File: src/sv/tmfp_pkg.sv
package tmfp_pkg;

   localparam int MAX_BODY     = 64;
   localparam int MAX_ID_CHARS = 8;
   localparam int BODY_CNT_W   = $clog2(MAX_BODY + 1);
   localparam int QUEUE_DEPTH  = 4;
   localparam int QUEUE_PTR_W  = $clog2(QUEUE_DEPTH);
   localparam int QUEUE_CNT_W  = $clog2(QUEUE_DEPTH + 1);

   localparam logic [2:0] CSR_OWN_ID_CHARS   = 3'd0;
   localparam logic [2:0] CSR_OWN_ID_LENGTH  = 3'd1;
   localparam logic [2:0] CSR_PEER_ID_CHARS  = 3'd2;
   localparam logic [2:0] CSR_PEER_ID_LENGTH = 3'd3;

   localparam logic [7:0] CHAR_COMMA = 8'h2C;
   localparam logic [7:0] CHAR_ZERO  = 8'h30;
   localparam logic [7:0] CHAR_NINE  = 8'h39;
   localparam logic [7:0] CHAR_A     = 8'h41;
   localparam logic [7:0] CHAR_S     = 8'h53;
   localparam logic [7:0] PRINT_LO   = 8'd32;
   localparam logic [7:0] PRINT_HI   = 8'd126;

   localparam logic [3:0] KIND_POS       = 4'd6;
   localparam logic [3:0] MSG_PREFIX_LEN = 4'd11;
   localparam logic [3:0] ACK_PREFIX_LEN = 4'd12;
   localparam logic [3:0] SEQ_MAX_DIGITS = 4'd10;
   localparam logic [3:0] ID_POS_MAX     = 4'd15;

   typedef enum logic [5:0] {
      PH_PREFIX = 6'b000001,
      PH_SENDER = 6'b000010,
      PH_TARGET = 6'b000100,
      PH_SEQ    = 6'b001000,
      PH_BODY   = 6'b010000,
      PH_DEAD   = 6'b100000
   } phase_type;

   typedef enum logic [1:0] {
      KIND_NONE = 2'd0,
      KIND_MSG  = 2'd1,
      KIND_ACK  = 2'd2
   } kind_type;

   typedef struct packed {
      logic                  is_verdict;
      logic [7:0]            body_char;
      kind_type              frame_kind;
      logic                  sender_is_peer;
      logic                  target_is_self;
      logic [31:0]           seq_number;
      logic [BODY_CNT_W-1:0] body_count;
      logic                  last_of_run;
   } rsp_type;

   // Up to two results per input beat; slot0 goes out first.
   typedef struct packed {
      logic [1:0] count;
      rsp_type    slot0;
      rsp_type    slot1;
   } push_type;

   function automatic logic [7:0] msg_prefix_char(input logic [3:0] idx);
      logic [7:0] c;
      unique case (idx)
         4'd0:    c = "S";
         4'd1:    c = "C";
         4'd2:    c = "B";
         4'd3:    c = "R";
         4'd4:    c = ",";
         4'd5:    c = "M";
         4'd6:    c = "S";
         4'd7:    c = "G";
         4'd8:    c = ",";
         4'd9:    c = "1";
         4'd10:   c = ",";
         default: c = 8'h00;
      endcase
      return c;
   endfunction

   function automatic logic [7:0] ack_prefix_char(input logic [3:0] idx);
      logic [7:0] c;
      unique case (idx)
         4'd0:    c = "S";
         4'd1:    c = "C";
         4'd2:    c = "B";
         4'd3:    c = "R";
         4'd4:    c = ",";
         4'd5:    c = "M";
         4'd6:    c = "A";
         4'd7:    c = "C";
         4'd8:    c = "K";
         4'd9:    c = ",";
         4'd10:   c = "1";
         4'd11:   c = ",";
         default: c = 8'h00;
      endcase
      return c;
   endfunction

endpackage

File: src/sv/tmfp_parse.sv
module tmfp_parse
   import tmfp_pkg::*;
(
   input  logic        clock,
   input  logic        reset,
   input  logic        step_en,
   input  logic [7:0]  frame_byte,
   input  logic        end_of_frame,
   input  logic        csr_write_enable,
   input  logic [2:0]  csr_index,
   input  logic [63:0] csr_write_data,
   output push_type    push
);

   logic [63:0] own_chars_ff, own_chars_in;
   logic [3:0]  own_len_ff, own_len_in;
   logic [63:0] peer_chars_ff, peer_chars_in;
   logic [3:0]  peer_len_ff, peer_len_in;

   phase_type             phase_ff, phase_in, phase_step;
   logic [3:0]            pos_ff, pos_in, pos_step, pos_inc;
   kind_type              kind_ff, kind_in, kind_step, kind_pick;
   logic                  sender_ff, sender_in, sender_step;
   logic                  target_ff, target_in, target_step;
   logic [31:0]           seq_ff, seq_in, seq_step;
   logic [3:0]            digits_ff, digits_in, digits_step;
   logic [BODY_CNT_W-1:0] body_len_ff, body_len_in, body_len_step;

   logic        bad;
   logic        prefix_ok;
   logic        emit_body;
   logic [35:0] seq_next;
   logic [7:0]  peer_char, own_char;
   kind_type    verdict_kind;
   rsp_type     body_res, verdict_res;

   always_comb begin
      own_chars_in  = own_chars_ff;
      own_len_in    = own_len_ff;
      peer_chars_in = peer_chars_ff;
      peer_len_in   = peer_len_ff;
      if (csr_write_enable) begin
         unique case (csr_index)
            CSR_OWN_ID_CHARS:   own_chars_in  = csr_write_data;
            CSR_OWN_ID_LENGTH:  own_len_in    = csr_write_data[3:0];
            CSR_PEER_ID_CHARS:  peer_chars_in = csr_write_data;
            CSR_PEER_ID_LENGTH: peer_len_in   = csr_write_data[3:0];
            default: ;
         endcase
      end
   end

   assign pos_inc   = pos_ff + 4'd1;
   assign peer_char = peer_chars_ff[{pos_ff[2:0], 3'b000} +: 8];
   assign own_char  = own_chars_ff[{pos_ff[2:0], 3'b000} +: 8];
   // seq * 10 + digit, with headroom to catch a value past 32 bits.
   assign seq_next  = {1'b0, seq_ff, 3'b000} + {3'b000, seq_ff, 1'b0}
                    + {32'd0, frame_byte[3:0] - CHAR_ZERO[3:0]};

   always_comb begin
      phase_step    = phase_ff;
      pos_step      = pos_ff;
      kind_step     = kind_ff;
      kind_pick     = kind_ff;
      sender_step   = sender_ff;
      target_step   = target_ff;
      seq_step      = seq_ff;
      digits_step   = digits_ff;
      body_len_step = body_len_ff;
      bad           = 1'b0;
      prefix_ok     = 1'b1;
      emit_body     = 1'b0;

      unique case (phase_ff)
         PH_PREFIX: begin
            if (pos_ff < KIND_POS) begin
               prefix_ok = (frame_byte == msg_prefix_char(pos_ff));
            end else if (pos_ff == KIND_POS) begin
               if (frame_byte == CHAR_A) begin
                  kind_pick = KIND_ACK;
               end else if (frame_byte == CHAR_S) begin
                  kind_pick = KIND_MSG;
               end else begin
                  prefix_ok = 1'b0;
               end
            end else if (kind_ff == KIND_MSG) begin
               prefix_ok = (pos_ff < MSG_PREFIX_LEN)
                         && (frame_byte == msg_prefix_char(pos_ff));
            end else begin
               prefix_ok = (pos_ff < ACK_PREFIX_LEN)
                         && (frame_byte == ack_prefix_char(pos_ff));
            end
            if (!prefix_ok) begin
               bad = 1'b1;
            end else begin
               kind_step = kind_pick;
               if ((kind_pick == KIND_MSG && pos_inc == MSG_PREFIX_LEN)
                   || (kind_pick == KIND_ACK && pos_inc == ACK_PREFIX_LEN)) begin
                  phase_step = PH_SENDER;
                  pos_step   = 4'd0;
               end else begin
                  pos_step = pos_inc;
               end
            end
         end
         PH_SENDER: begin
            if (frame_byte == CHAR_COMMA) begin
               sender_step = sender_ff && (pos_ff == peer_len_ff)
                           && (peer_len_ff <= 4'(MAX_ID_CHARS));
               pos_step    = 4'd0;
               phase_step  = PH_TARGET;
            end else begin
               sender_step = sender_ff && (pos_ff < 4'(MAX_ID_CHARS))
                           && (frame_byte == peer_char);
               pos_step    = (pos_ff == ID_POS_MAX) ? pos_ff : pos_inc;
            end
         end
         PH_TARGET: begin
            if (frame_byte == CHAR_COMMA) begin
               target_step = target_ff && (pos_ff == own_len_ff)
                           && (own_len_ff <= 4'(MAX_ID_CHARS));
               pos_step    = 4'd0;
               phase_step  = PH_SEQ;
            end else begin
               target_step = target_ff && (pos_ff < 4'(MAX_ID_CHARS))
                           && (frame_byte == own_char);
               pos_step    = (pos_ff == ID_POS_MAX) ? pos_ff : pos_inc;
            end
         end
         PH_SEQ: begin
            if (frame_byte == CHAR_COMMA) begin
               if (kind_ff == KIND_MSG && digits_ff != 4'd0) begin
                  phase_step = PH_BODY;
               end else begin
                  bad = 1'b1;
               end
            end else if (frame_byte >= CHAR_ZERO && frame_byte <= CHAR_NINE
                         && digits_ff < SEQ_MAX_DIGITS) begin
               if (seq_next[35:32] != 4'd0) begin
                  bad = 1'b1;
               end else begin
                  seq_step    = seq_next[31:0];
                  digits_step = digits_ff + 4'd1;
               end
            end else begin
               bad = 1'b1;
            end
         end
         PH_BODY: begin
            if (frame_byte >= PRINT_LO && frame_byte <= PRINT_HI
                && body_len_ff < BODY_CNT_W'(MAX_BODY)) begin
               body_len_step = body_len_ff + BODY_CNT_W'(1);
               emit_body     = 1'b1;
            end else begin
               bad = 1'b1;
            end
         end
         PH_DEAD: ;
         default: bad = 1'b1;
      endcase

      if (bad) begin
         phase_step = PH_DEAD;
      end
   end

   // The verdict looks at the state as it stands after this beat.
   always_comb begin
      verdict_kind = KIND_NONE;
      if (kind_step == KIND_MSG && phase_step == PH_BODY
          && body_len_step != '0) begin
         verdict_kind = KIND_MSG;
      end else if (kind_step == KIND_ACK && phase_step == PH_SEQ
                   && digits_step != 4'd0) begin
         verdict_kind = KIND_ACK;
      end

      body_res                = '0;
      body_res.body_char      = frame_byte;
      body_res.frame_kind     = KIND_NONE;
      body_res.last_of_run    = !end_of_frame;

      verdict_res             = '0;
      verdict_res.is_verdict  = 1'b1;
      verdict_res.frame_kind  = verdict_kind;
      verdict_res.last_of_run = 1'b1;
      if (verdict_kind != KIND_NONE) begin
         verdict_res.sender_is_peer = sender_step;
         verdict_res.target_is_self = target_step;
         verdict_res.seq_number     = seq_step;
      end
      if (verdict_kind == KIND_MSG) begin
         verdict_res.body_count = body_len_step;
      end

      push.count = {1'b0, emit_body} + {1'b0, end_of_frame};
      push.slot0 = emit_body ? body_res : verdict_res;
      push.slot1 = verdict_res;
   end

   always_comb begin
      phase_in    = phase_ff;
      pos_in      = pos_ff;
      kind_in     = kind_ff;
      sender_in   = sender_ff;
      target_in   = target_ff;
      seq_in      = seq_ff;
      digits_in   = digits_ff;
      body_len_in = body_len_ff;
      if (step_en) begin
         if (end_of_frame) begin
            phase_in    = PH_PREFIX;
            pos_in      = 4'd0;
            kind_in     = KIND_NONE;
            sender_in   = 1'b1;
            target_in   = 1'b1;
            seq_in      = 32'd0;
            digits_in   = 4'd0;
            body_len_in = '0;
         end else begin
            phase_in    = phase_step;
            pos_in      = pos_step;
            kind_in     = kind_step;
            sender_in   = sender_step;
            target_in   = target_step;
            seq_in      = seq_step;
            digits_in   = digits_step;
            body_len_in = body_len_step;
         end
      end
   end

   always_ff @(posedge clock) begin
      if (reset) begin
         own_chars_ff  <= 64'd0;
         own_len_ff    <= 4'd1;
         peer_chars_ff <= 64'd0;
         peer_len_ff   <= 4'd1;
         phase_ff      <= PH_PREFIX;
         pos_ff        <= 4'd0;
         kind_ff       <= KIND_NONE;
         sender_ff     <= 1'b1;
         target_ff     <= 1'b1;
         seq_ff        <= 32'd0;
         digits_ff     <= 4'd0;
         body_len_ff   <= '0;
      end else begin
         own_chars_ff  <= own_chars_in;
         own_len_ff    <= own_len_in;
         peer_chars_ff <= peer_chars_in;
         peer_len_ff   <= peer_len_in;
         phase_ff      <= phase_in;
         pos_ff        <= pos_in;
         kind_ff       <= kind_in;
         sender_ff     <= sender_in;
         target_ff     <= target_in;
         seq_ff        <= seq_in;
         digits_ff     <= digits_in;
         body_len_ff   <= body_len_in;
      end
   end

endmodule

File: src/sv/tmfp_queue.sv
module tmfp_queue
   import tmfp_pkg::*;
(
   input  logic     clock,
   input  logic     reset,
   input  logic     push_en,
   input  push_type push,
   output logic     room,
   output logic     rsp_valid,
   input  logic     rsp_stall,
   output rsp_type  rsp
);

   rsp_type mem [QUEUE_DEPTH];

   logic [QUEUE_PTR_W-1:0] wr_ptr_ff, wr_ptr_in;
   logic [QUEUE_PTR_W-1:0] rd_ptr_ff, rd_ptr_in;
   logic [QUEUE_CNT_W-1:0] count_ff, count_in;
   logic [1:0]             push_count;
   logic                   pop;

   // Room for the two results one beat can cause.
   assign room       = (count_ff <= QUEUE_CNT_W'(QUEUE_DEPTH - 2));
   assign rsp_valid  = (count_ff != '0);
   assign rsp        = mem[rd_ptr_ff];
   assign pop        = rsp_valid && !rsp_stall;
   assign push_count = push_en ? push.count : 2'd0;

   always_comb begin
      wr_ptr_in = wr_ptr_ff + QUEUE_PTR_W'(push_count);
      rd_ptr_in = rd_ptr_ff + QUEUE_PTR_W'(pop);
      count_in  = count_ff + QUEUE_CNT_W'(push_count) - QUEUE_CNT_W'(pop);
   end

   always_ff @(posedge clock) begin
      if (push_count != 2'd0) begin
         mem[wr_ptr_ff] <= push.slot0;
      end
      if (push_count == 2'd2) begin
         mem[wr_ptr_ff + QUEUE_PTR_W'(1)] <= push.slot1;
      end
   end

   always_ff @(posedge clock) begin
      if (reset) begin
         wr_ptr_ff <= '0;
         rd_ptr_ff <= '0;
         count_ff  <= '0;
      end else begin
         wr_ptr_ff <= wr_ptr_in;
         rd_ptr_ff <= rd_ptr_in;
         count_ff  <= count_in;
      end
   end

endmodule

File: src/sv/text_message_frame_parser_top.sv
// Channel   Direction  Handshake           Beat contents
// req       in         req_valid/stall     one frame byte and its end-of-frame mark
// rsp       out        rsp_valid/stall     one body byte or one end-of-frame verdict
// csr       in         csr_write_enable    one identifier register write
//
// One frame byte is parsed in the cycle it is accepted; its results go into a
// four-entry result queue and reach rsp behind any results queued before them.
// A byte may cause two results (last body byte and verdict), queued in that order.
// req_stall rises only while the queue lacks room for two results.
// Synchronous reset resets parser and queue; ID chars become 0, ID lengths 1.
module text_message_frame_parser_top
   import tmfp_pkg::*;
(
   input  logic                  clock,
   input  logic                  reset,
   input  logic                  req_valid,
   output logic                  req_stall,
   input  logic [7:0]            req_frame_byte,
   input  logic                  req_end_of_frame,
   output logic                  rsp_valid,
   input  logic                  rsp_stall,
   output logic                  rsp_is_verdict,
   output logic [7:0]            rsp_body_char,
   output logic [1:0]            rsp_frame_kind,
   output logic                  rsp_sender_is_peer,
   output logic                  rsp_target_is_self,
   output logic [31:0]           rsp_seq_number,
   output logic [BODY_CNT_W-1:0] rsp_body_count,
   output logic                  rsp_last_of_run,
   input  logic                  csr_write_enable,
   input  logic [2:0]            csr_index,
   input  logic [63:0]           csr_write_data
);

   push_type push;
   rsp_type  rsp;
   logic     room;
   logic     step_en;

   assign req_stall = !room;
   assign step_en   = req_valid && room;

   tmfp_parse u_parse (
      .clock            (clock),
      .reset            (reset),
      .step_en          (step_en),
      .frame_byte       (req_frame_byte),
      .end_of_frame     (req_end_of_frame),
      .csr_write_enable (csr_write_enable),
      .csr_index        (csr_index),
      .csr_write_data   (csr_write_data),
      .push             (push)
   );

   tmfp_queue u_queue (
      .clock     (clock),
      .reset     (reset),
      .push_en   (step_en),
      .push      (push),
      .room      (room),
      .rsp_valid (rsp_valid),
      .rsp_stall (rsp_stall),
      .rsp       (rsp)
   );

   assign rsp_is_verdict     = rsp.is_verdict;
   assign rsp_body_char      = rsp.body_char;
   assign rsp_frame_kind     = rsp.frame_kind;
   assign rsp_sender_is_peer = rsp.sender_is_peer;
   assign rsp_target_is_self = rsp.target_is_self;
   assign rsp_seq_number     = rsp.seq_number;
   assign rsp_body_count     = rsp.body_count;
   assign rsp_last_of_run    = rsp.last_of_run;

endmodule
File: config.mk
export PLATFORM = sky130hd
export DESIGN_NAME = text_message_frame_parser_top
export DESIGN_NICKNAME = d
export VERILOG_FILES = /design/src/sv/tmfp_pkg.sv /design/src/sv/tmfp_parse.sv /design/src/sv/tmfp_queue.sv /design/src/sv/text_message_frame_parser_top.sv
export SDC_FILE = /design/constraint.sdc
export NUM_CORES = 1
export LEC_CHECK = 0
export ABC_CLOCK_PERIOD_IN_PS = 13600
export BUFFER_PORTS_ARGS = -buffer_cell sky130_fd_sc_hd__clkbuf_2
export CORE_AREA = 2 2 320 322
export CTS_CLUSTER_DIAMETER = 200
export DETAILED_ROUTE_END_ITERATION = 6
export DIE_AREA = 0 0 322 324
export PLACE_DENSITY_LB_ADDON = 0.3
export REMOVE_ABC_BUFFERS = 1
export SYNTH_ARGS = -nofsm -noshare
export SYNTH_HDL_FRONTEND = slang
export SYNTH_HIERARCHICAL = 1
export SYNTH_SLANG_ARGS = --single-unit
export TNS_END_PERCENT = 1
File: constraint.sdc
create_clock -name clock -period 13.6 [get_ports clock]
set_input_delay 0.68 -clock clock [delete_from_list [all_inputs] [get_ports clock]]
set_output_delay 0.68 -clock clock [all_outputs]
set_load 0.01 [all_outputs]
==> flow_summary_export.csv, run 1 <==
group,metric,value,unit
die,starting_utilization_of_the_core_area,23.8,%
power_and_ir_drop,report.power.total,3.24,mW
yosys,yosys.area.top_type_share,26.5,%
detailed_routing,dr.max_layer_used,"met5",
yosys,postSynthRegisterBits,426,
die,die_area,104000,um^2
final_layout,final_design_area_no_fill,27400,um^2
die,die-width,322,um
setup_path,critPathSlowestCell,"nand3b_1",
run_status,outcome,"completed",
global_route,grtUsageTotal,12.8,%
detailed_routing,routed-via-count,17134,
yosys,synth_top_cell_by_area,"edfxtp_1",
setup_path,critPathLaunchType,"input port",
die,rows,117,
sta,worst_clock_skew,0.0401,ns
yosys,avgSynthCellArea,10.9,um^2
yosys,synth_ff_type,"dfxtp_1",
clock_tree,cts_num_sinks,426,
setup_path,critical_path.reg2reg.startpoint,"u_parse/seq_ff[0]",
sta,hold_violations,0,
yosys,synth.area.top_cells,"edfxtp_1 (27%), dfxtp_1 (18%), mux4_2 (8.0%)",
detailed_routing,drt-wirelength-per-cell,18.7,um
detailed_routing,dr_wl_met3,3.36,mm
sta,setup_viol_count_final,0,
final_layout,layout_common_cells,"nand2_1 (327), edfxtp_1 (212), dfxtp_1 (209), a21oi_1 (196), mux2_2 (166)",
setup_path,cp_num_buf_inv,4,
setup_path,crit_arrival,6.10,ns
placed_design,place_area,25800,um^2
global_route,initial_antenna_violation_count,10,
die,core_region_area,101000,um^2
clock_tree,root_buffer,"clkbuf_16",
setup_path,worst-endpoint-required,14.07,ns
sta,postLayoutSetupSlackWorst,7.98,ns
setup_path,slowest_delay,0.72,ns
detailed_routing,firstDrtPassIters,5,
setup_path,list_of_cells_traversed_by_the_critical_path,"clkbuf_2 > inv_1 > fa_1 > inv_1 > ha_1 > a211oi_1 > o211ai_1 > nand3_1 > a21oi_1 > or4_1 > a221o_1 > o21ai_1 > nand3b_1 > buf_4 > nor4_1 > mux2_2",
power_and_ir_drop,power_density,118,nW/um^2
sta,post-route-min-period,5.62,ns
yosys,synth_enable_flop_cells,212,
sta,hold_ws,0.325,ns
clock_tree,cts_made_buffers,49,
min_path,beginning_of_the_worst_hold_path,"csr_write_data[20]",
clock_tree,clk-insertion-delay-late,0.61,ns
global_route,grt_start_max_net_pins,65,
yosys,synth_cells,2211,
detailed_routing,drt_iter0_drcs,1109,
yosys,synth.yosys.warnings,6,
setup_path,critPathKind,"in2reg",
final_layout,layout_commonest_cell,"nand2_1",
placed_design,numPortBuffers,135,
yosys,syn_area,24000,um^2
die,die_height,324,um
sta,highest_achievable_clock_rate,0.178,GHz
power_and_ir_drop,vdd.ir_drop.worst,0.0868,mV
setup_path,critPathLaunch,"req_frame_byte[3]",
detailed_routing,met2_routed_length,31.3,mm
yosys,postSynth.asyncResetShare,0,%
global_route,grt_pass1_vias,17149,
final_layout,area.growth.synth_to_final,14.2,%
clock_tree,number_of_hold_buffers_added_after_cts,0,
global_route,grt_overflow_total,0,
placed_design,dp_worst_setup_slack,7.40,ns
sta,fin_tns_setup,0,ns
sta,fin_crit_sh,41.4,%
yosys,synth.lib_cells_used.distinct,89,
yosys,synth-seq-area-share,44.4,%
sta,worst_pin_slew,1.03,ns
detailed_routing,wirelength,67.9,mm
detailed_routing,postRouteAntennaNets,0,
detailed_routing,detail_route.drc_violations,0,
setup_path,timing.critical_path.to_type,"flop",
placed_design,global_placement_routability_congestion,0.803,
sta,worst_slew_margin_rel,31.2,%
global_route,grt_pass1_wl,104,mm
clock_tree,tritoncts,"done",
detailed_routing,m1_wl,31.6,mm
final_layout,finalNetCount,2436,
sta,grt_setup_unrepaired,"false",
clock_tree,cts_setup_buffers,0,
final_layout,drive_gt1_share,24.9,%
placed_design,detailed_place_hpwl,43.4,mm
clock_tree,clk_path_buf_depth,3,
setup_path,cp_top_family,"simple AND/OR/NAND/NOR gates",
setup_path,timing.critical_path.fanout_max,22,
clock_tree,worst_setup_hold_path_clk_slew,0.06,ns
detailed_routing,drt-vias-per-instance,4.73,
setup_path,crit_top_cell,"inv_1",
sta,final_max_slew_viol_count,0,
min_path,min-delay-path-class,"in2reg",
clock_tree,post_cts_resized,0,
power_and_ir_drop,static-leakage-power,9.73,nW
die,pin_count,136,
clock_tree,cts_htree_levels,2,
job,number_of_max_cap_violations,0,
state kept, by name, summed over array words and instances (netlist names), named ones only:
name,count
u_parse/own_len_ff,4
u_queue/wr_ptr_ff,2
u_parse/kind_ff,2
u_parse/phase_ff,6
u_parse/peer_chars_ff,64
u_parse/pos_ff,4
u_parse/body_len_ff,7
u_parse/own_chars_ff,64
u_queue/rd_ptr_ff,2
u_queue/mem,212
u_parse/peer_len_ff,4
u_parse/sender_ff,1
u_parse/digits_ff,4
u_parse/seq_ff,32
u_queue/count_ff,3
u_parse/target_ff,1
metrics by stage:
step                      utilization [%]  cells
final                                27.1   3624
after global routing                 27.1   3622
after CTS                            27.1   3622
after detailed placement             25.6   3531
after global placement               25.6   3531
after floorplan                         -   2054
layer usage:
layer | up-vias | global-route usage [%]
li1 | 8318 | -
met1 | 8369 | 17.3
met2 | 327 | 20.9
met3 | 104 | 2.64
met4 | 16 | 3.04
met5 | - | 0
logic make-up after synthesis:
logic type      share of synthesized area, %
xor+xnor                                2.66
simple gates                            12.6
mux                                     21.2
flops                                   44.4
other cells                           0.0313
compound gates                          10.5
buf+inv                                 4.16
fa+ha+maj                               4.37
layout make-up:
type	instances	area [um^2]
antenna	2	5.00
clock buffer	73	1400
clock inverter	18	166
fill	10653	73600
inverter	42	158
multi-input combinational	1586	12500
sequential	426	10700
tap	1309	1640
timing repair buffer	168	930
Yosys cell counts, types with 35 or more instances:
library cell    n
nand2_1       327
dfxtp_1       214
edfxtp_1      212
a21oi_1       197
mux2_2        166
nor2_1         99
nor3_1         93
clkbuf_1       92
mux4_2         85
ha_1           79
mux2i_1        56
mux2_4         50
inv_1          40
xnor2_1        40
buf_2          37
a22o_1         35
power breakdown:
part           internal, mW  switching [mW]
registers              1.39          0.0354
clock network         0.751           0.552
logic                 0.197           0.319
total                  2.34           0.906
worst register-to-register path, stage by stage, from the launching register on:
cell      delay [ns]
dfxtp_1         0.37
inv_1           0.07
fa_1            0.51
inv_1           0.07
ha_1            0.31
a211oi_1        0.31
o211ai_1        0.17
nand3_1         0.14
a21oi_1         0.10
or4_1           0.41
a221o_1         0.42
o21ai_1         0.37
nand3b_1        0.73
buf_4           0.53
nor4_1          0.53
mux2_2          0.25
path summary, 6_finish.rpt:
check	endpoint	slack (ns)	depth (start not counted)
min reg2reg	u_parse/peer_chars_ff[40]	0.45	2
max reg2reg	u_queue/mem[0][41]	8.18	15
min	u_parse/own_chars_ff[20]	0.33	3
max	u_queue/mem[0][41]	7.98	16
Note: power is estimated with default switching activity, not from simulation.
==> inputs of run 2 (changes only) <==
--- a/config.mk
+++ b/config.mk
@@ -5,7 +5,7 @@
 export SDC_FILE = /design/constraint.sdc
 export NUM_CORES = 1
 export LEC_CHECK = 0
-export ABC_CLOCK_PERIOD_IN_PS = 13600
+export ABC_CLOCK_PERIOD_IN_PS = 5700
 export BUFFER_PORTS_ARGS = -buffer_cell sky130_fd_sc_hd__clkbuf_2
 export CORE_AREA = 2 2 320 322
 export CTS_CLUSTER_DIAMETER = 200
==> constraint.sdc (replaced) <==
create_clock -name clock -period 5.7 [get_ports clock]
set_input_delay 0.285 -clock clock [delete_from_list [all_inputs] [get_ports clock]]
set_output_delay 0.285 -clock clock [all_outputs]
set_load 0.01 [all_outputs]
==> run 2 against run 1 <==
  * Sequential cell count did not move
  * Sequential share of layout area fell by 1.3 points
  * Combinational power rose by 150%
  * Core utilization rose by 0.91 points
  * Register-to-register slack got worse by 7.2 ns
  * Setup slack got worse by 7.0 ns
  * Total power rose by 150%
  * Critical endpoint is now u_queue/mem[2][36]
  * Highest routed layer unchanged
==> flow_summary_export.csv, run 2 (synthesis results as in run 1) <==
group,metric,value,unit
power_and_ir_drop,clock_power_share,41.2,%
setup_path,worst-endpoint-required,6.03,ns
power_and_ir_drop,pwr-share-seq,42.9,%
die,starting_utilization_of_the_core_area,23.8,%
sta,worst_pin_slew,1.03,ns
final_layout,area.growth.synth_to_final,18.1,%
die,core_region_area,101000,um^2
clock_tree,tritoncts,"done",
placed_design,detailed_place_hpwl,44.7,mm
detailed_routing,firstDrtPassIters,5,
setup_path,cp_top_family,"compound AO/OA/AOI/OAI gates",
detailed_routing,postRouteAntennaNets,0,
sta,grt_setup_unrepaired,"false",
die,die_height,324,um
min_path,min_path_cells,2,
sta,postLayoutSetupSlackWorst,0.984,ns
setup_path,cp_num_buf_inv,3,
sta,final_max_slew_viol_count,0,
placed_design,dp_worst_setup_slack,0.711,ns
global_route,initial_antenna_violation_count,5,
global_route,global_route.usage.met3,2.25,%
clock_tree,cts_made_buffers,51,
final_layout,regs_by_ff_count,"u_queue/mem: 212 flops, u_parse/own_chars_ff: 64 flops, u_parse/peer_chars_ff: 64 flops",
min_path,worst_hold_path.endpoint,"u_parse/peer_chars_ff[44]",
placed_design,global_placement_routability_congestion,0.805,
setup_path,list_of_cells_traversed_by_the_critical_path,"inv_1 > fa_1 > inv_1 > ha_1 > a211oi_1 > o211ai_1 > nand3_1 > a21oi_1 > or4_1 > a221o_1 > or3_1 > a211oi_4 > buf_4 > nor3_1 > mux2_2",
final_layout,layout_common_cells,"nand2_1 (327), edfxtp_1 (212), dfxtp_1 (209), a21oi_1 (196), mux2_2 (166)",
die,rows,117,
final_layout,regMostFlops,"u_queue/mem",
min_path,min-delay-path-class,"in2reg",
setup_path,critPathSlowestCell,"fa_1",
global_route,global_route.usage.met2,21.8,%
setup_path,timing.critical_path.to_type,"flop",
detailed_routing,wirelength,69.2,mm
power_and_ir_drop,cell_internal_pwr,5.73,mW
setup_path,critical_path.reg2reg.startpoint,"u_parse/seq_ff[2]",
final_layout,fillerInstances,10555,
final_layout,largest_register_ffs,212,
sta,hold_violations,0,
detailed_routing,drt_iter0_drcs,1179,
final_layout,postLayoutCoreUtil,28.0,%
power_and_ir_drop,p_comb_share,15.9,%
clock_tree,worst_setup_hold_path_clk_slew,0.06,ns
clock_tree,root_buffer,"clkbuf_16",
final_layout,multiInputGateArea,12500,um^2
clock_tree,cts_num_sinks,426,
die,pin_count,136,
job,number_of_max_cap_violations,0,
setup_path,timing.critical_path.fanout_max,20,
final_layout,fin_cells,3705,
setup_path,r2r_setup_slack,0.98,ns
setup_path,crit_arrival,5.05,ns
clock_tree,clk-insertion-delay-late,0.61,ns
setup_path,crit_top_cell,"inv_1",
global_route,grt-busiest-layer,"met2",
clock_tree,cts_setup_buffers,0,
global_route,grtUsageTotal,13.1,%
power_and_ir_drop,power_switching,2.22,mW
final_layout,drive_gt1_share,24.8,%
die,die-width,322,um
sta,worst_slew_margin_rel,31.5,%
detailed_routing,routed-via-count,17495,
sta,worst_clock_skew,0.0431,ns
global_route,grt_start_max_net_pins,92,
setup_path,critPathLaunchType,"flop",
detailed_routing,detail_route.drc_violations,0,
run_status,outcome,"completed",
placed_design,placed_instances,3543,
power_and_ir_drop,report.power.total,7.96,mW
power_and_ir_drop,power_density,281,nW/um^2
setup_path,worst_r2r_path_depth,15,
global_route,grt_pass1_vias,17707,
global_route,gr-usage-met1,17.7,%
clock_tree,cts_htree_levels,2,
sta,highest_achievable_clock_rate,0.212,GHz
die,die_area,104000,um^2
placed_design,numPortBuffers,135,
detailed_routing,drt-vias-per-instance,4.72,
sta,setup_viol_count_final,0,
setup_path,slowest_delay,0.48,ns
power_and_ir_drop,static-leakage-power,10.1,nW
global_route,grt_pass1_wl,107,mm
power_and_ir_drop,vdd.ir_drop.worst,0.224,mV
final_layout,finalNetCount,2515,
clock_tree,clk_path_buf_depth,3,
power_and_ir_drop,swShare,27.9,%
detailed_routing,drt-wirelength-per-cell,18.7,um
sta,fin_crit_sh,82.7,%
setup_path,crit-reg2reg-capture,"u_queue/mem[2][36]",
final_layout,ff_latch_area,10700,um^2
global_route,grt_overflow_total,0,
setup_path,critPathKind,"reg2reg",
final_layout,layout_commonest_cell,"nand2_1",
sta,post-route-min-period,4.72,ns
min_path,beginning_of_the_worst_hold_path,"reset",
## run 2: cell types whose count changed in the layout (fill, tap and decap cells not counted), sizes merged
cell         previous run  this run
diode                   2         1
clkinv                 16        15
dlygate4sd3             0        65
clkinvlp                0         1
clkbuf                207       211
buf                    34        46
bufinv                  2         3
## run 2: per-layer routing
layer | vias to the layer above | routed length, um
met4 | 6 | 1420
met1 | 8528 | 31500
met2 | 395 | 32800
li1 | 8477 | -
met5 | - | 33
met3 | 89 | 3490
## run 2: how the worst max path moves through the flow
stage | depth (start not counted) | to | startpoint
floorplan | 7 | u_queue/mem[2][10] | u_parse/phase_ff[1]
global placement | 16 | u_queue/mem[1][25] | req_frame_byte[3]
detailed placement | 16 | u_queue/mem[3][16] | req_frame_byte[3]
CTS | 15 | u_queue/mem[0][25] | u_parse/seq_ff[2]
global route | 15 | u_queue/mem[0][39] | u_parse/seq_ff[2]
finish | 15 | u_queue/mem[2][36] | u_parse/seq_ff[2]
## run 2: timing repair
item,4_1_cts,5_1_grt
resized for setup,0,0
hold buffers,65,0
endpoints found under the hold margin,132,0
## run 2: through the flow
| stage | area [um^2] | setup TNS, ns | hold slack [ns] |
|---|---|---|---|
| 6_report | 28300 | 0 | 0.0529 |
| 4_1_cts | 28300 | 0 | 0.0361 |
| 3_5_place_dp | 26000 | 0 | 0.443 |
| 5_1_grt | 28300 | 0 | 0.0602 |
| 3_3_place_gp | 26000 | 0 | 0.439 |
| 2_1_floorplan | 23200 | -218.06 | 0.354 |
## run 2: layout make-up
| cell class | count | share of cell area [%] |
|---|---|---|
| Multi-Input combinational cell | 1586 | 44.0 |
| Tap cell | 1309 | 5.78 |
| Antenna cell | 1 | 0.00883 |
| Sequential cell | 426 | 37.6 |
| Timing Repair Buffer | 245 | 6.12 |
| Inverter | 42 | 0.556 |
| Clock inverter | 19 | 0.773 |
| Clock buffer | 77 | 5.17 |
## run 2: worst reg2reg max path, delay by kind of cell, from the launching register on
family          cells  cell delay, ns
compound gates      5            1.36
simple gates        4            1.13
fa+ha+maj           2            0.79
buf+inv             3            0.46
flops               1            0.40
mux                 1            0.30
## run 2: power by group through the flow
stage,Combinational [mW],Sequential (mW),Clock [mW]
finish,1.27,3.41,3.28
global route,1.39,3.44,3.49
CTS,1.31,3.42,3.38
detailed placement,1.27,3.49,0
global placement,1.27,3.49,0
floorplan,0.665,3.49,0
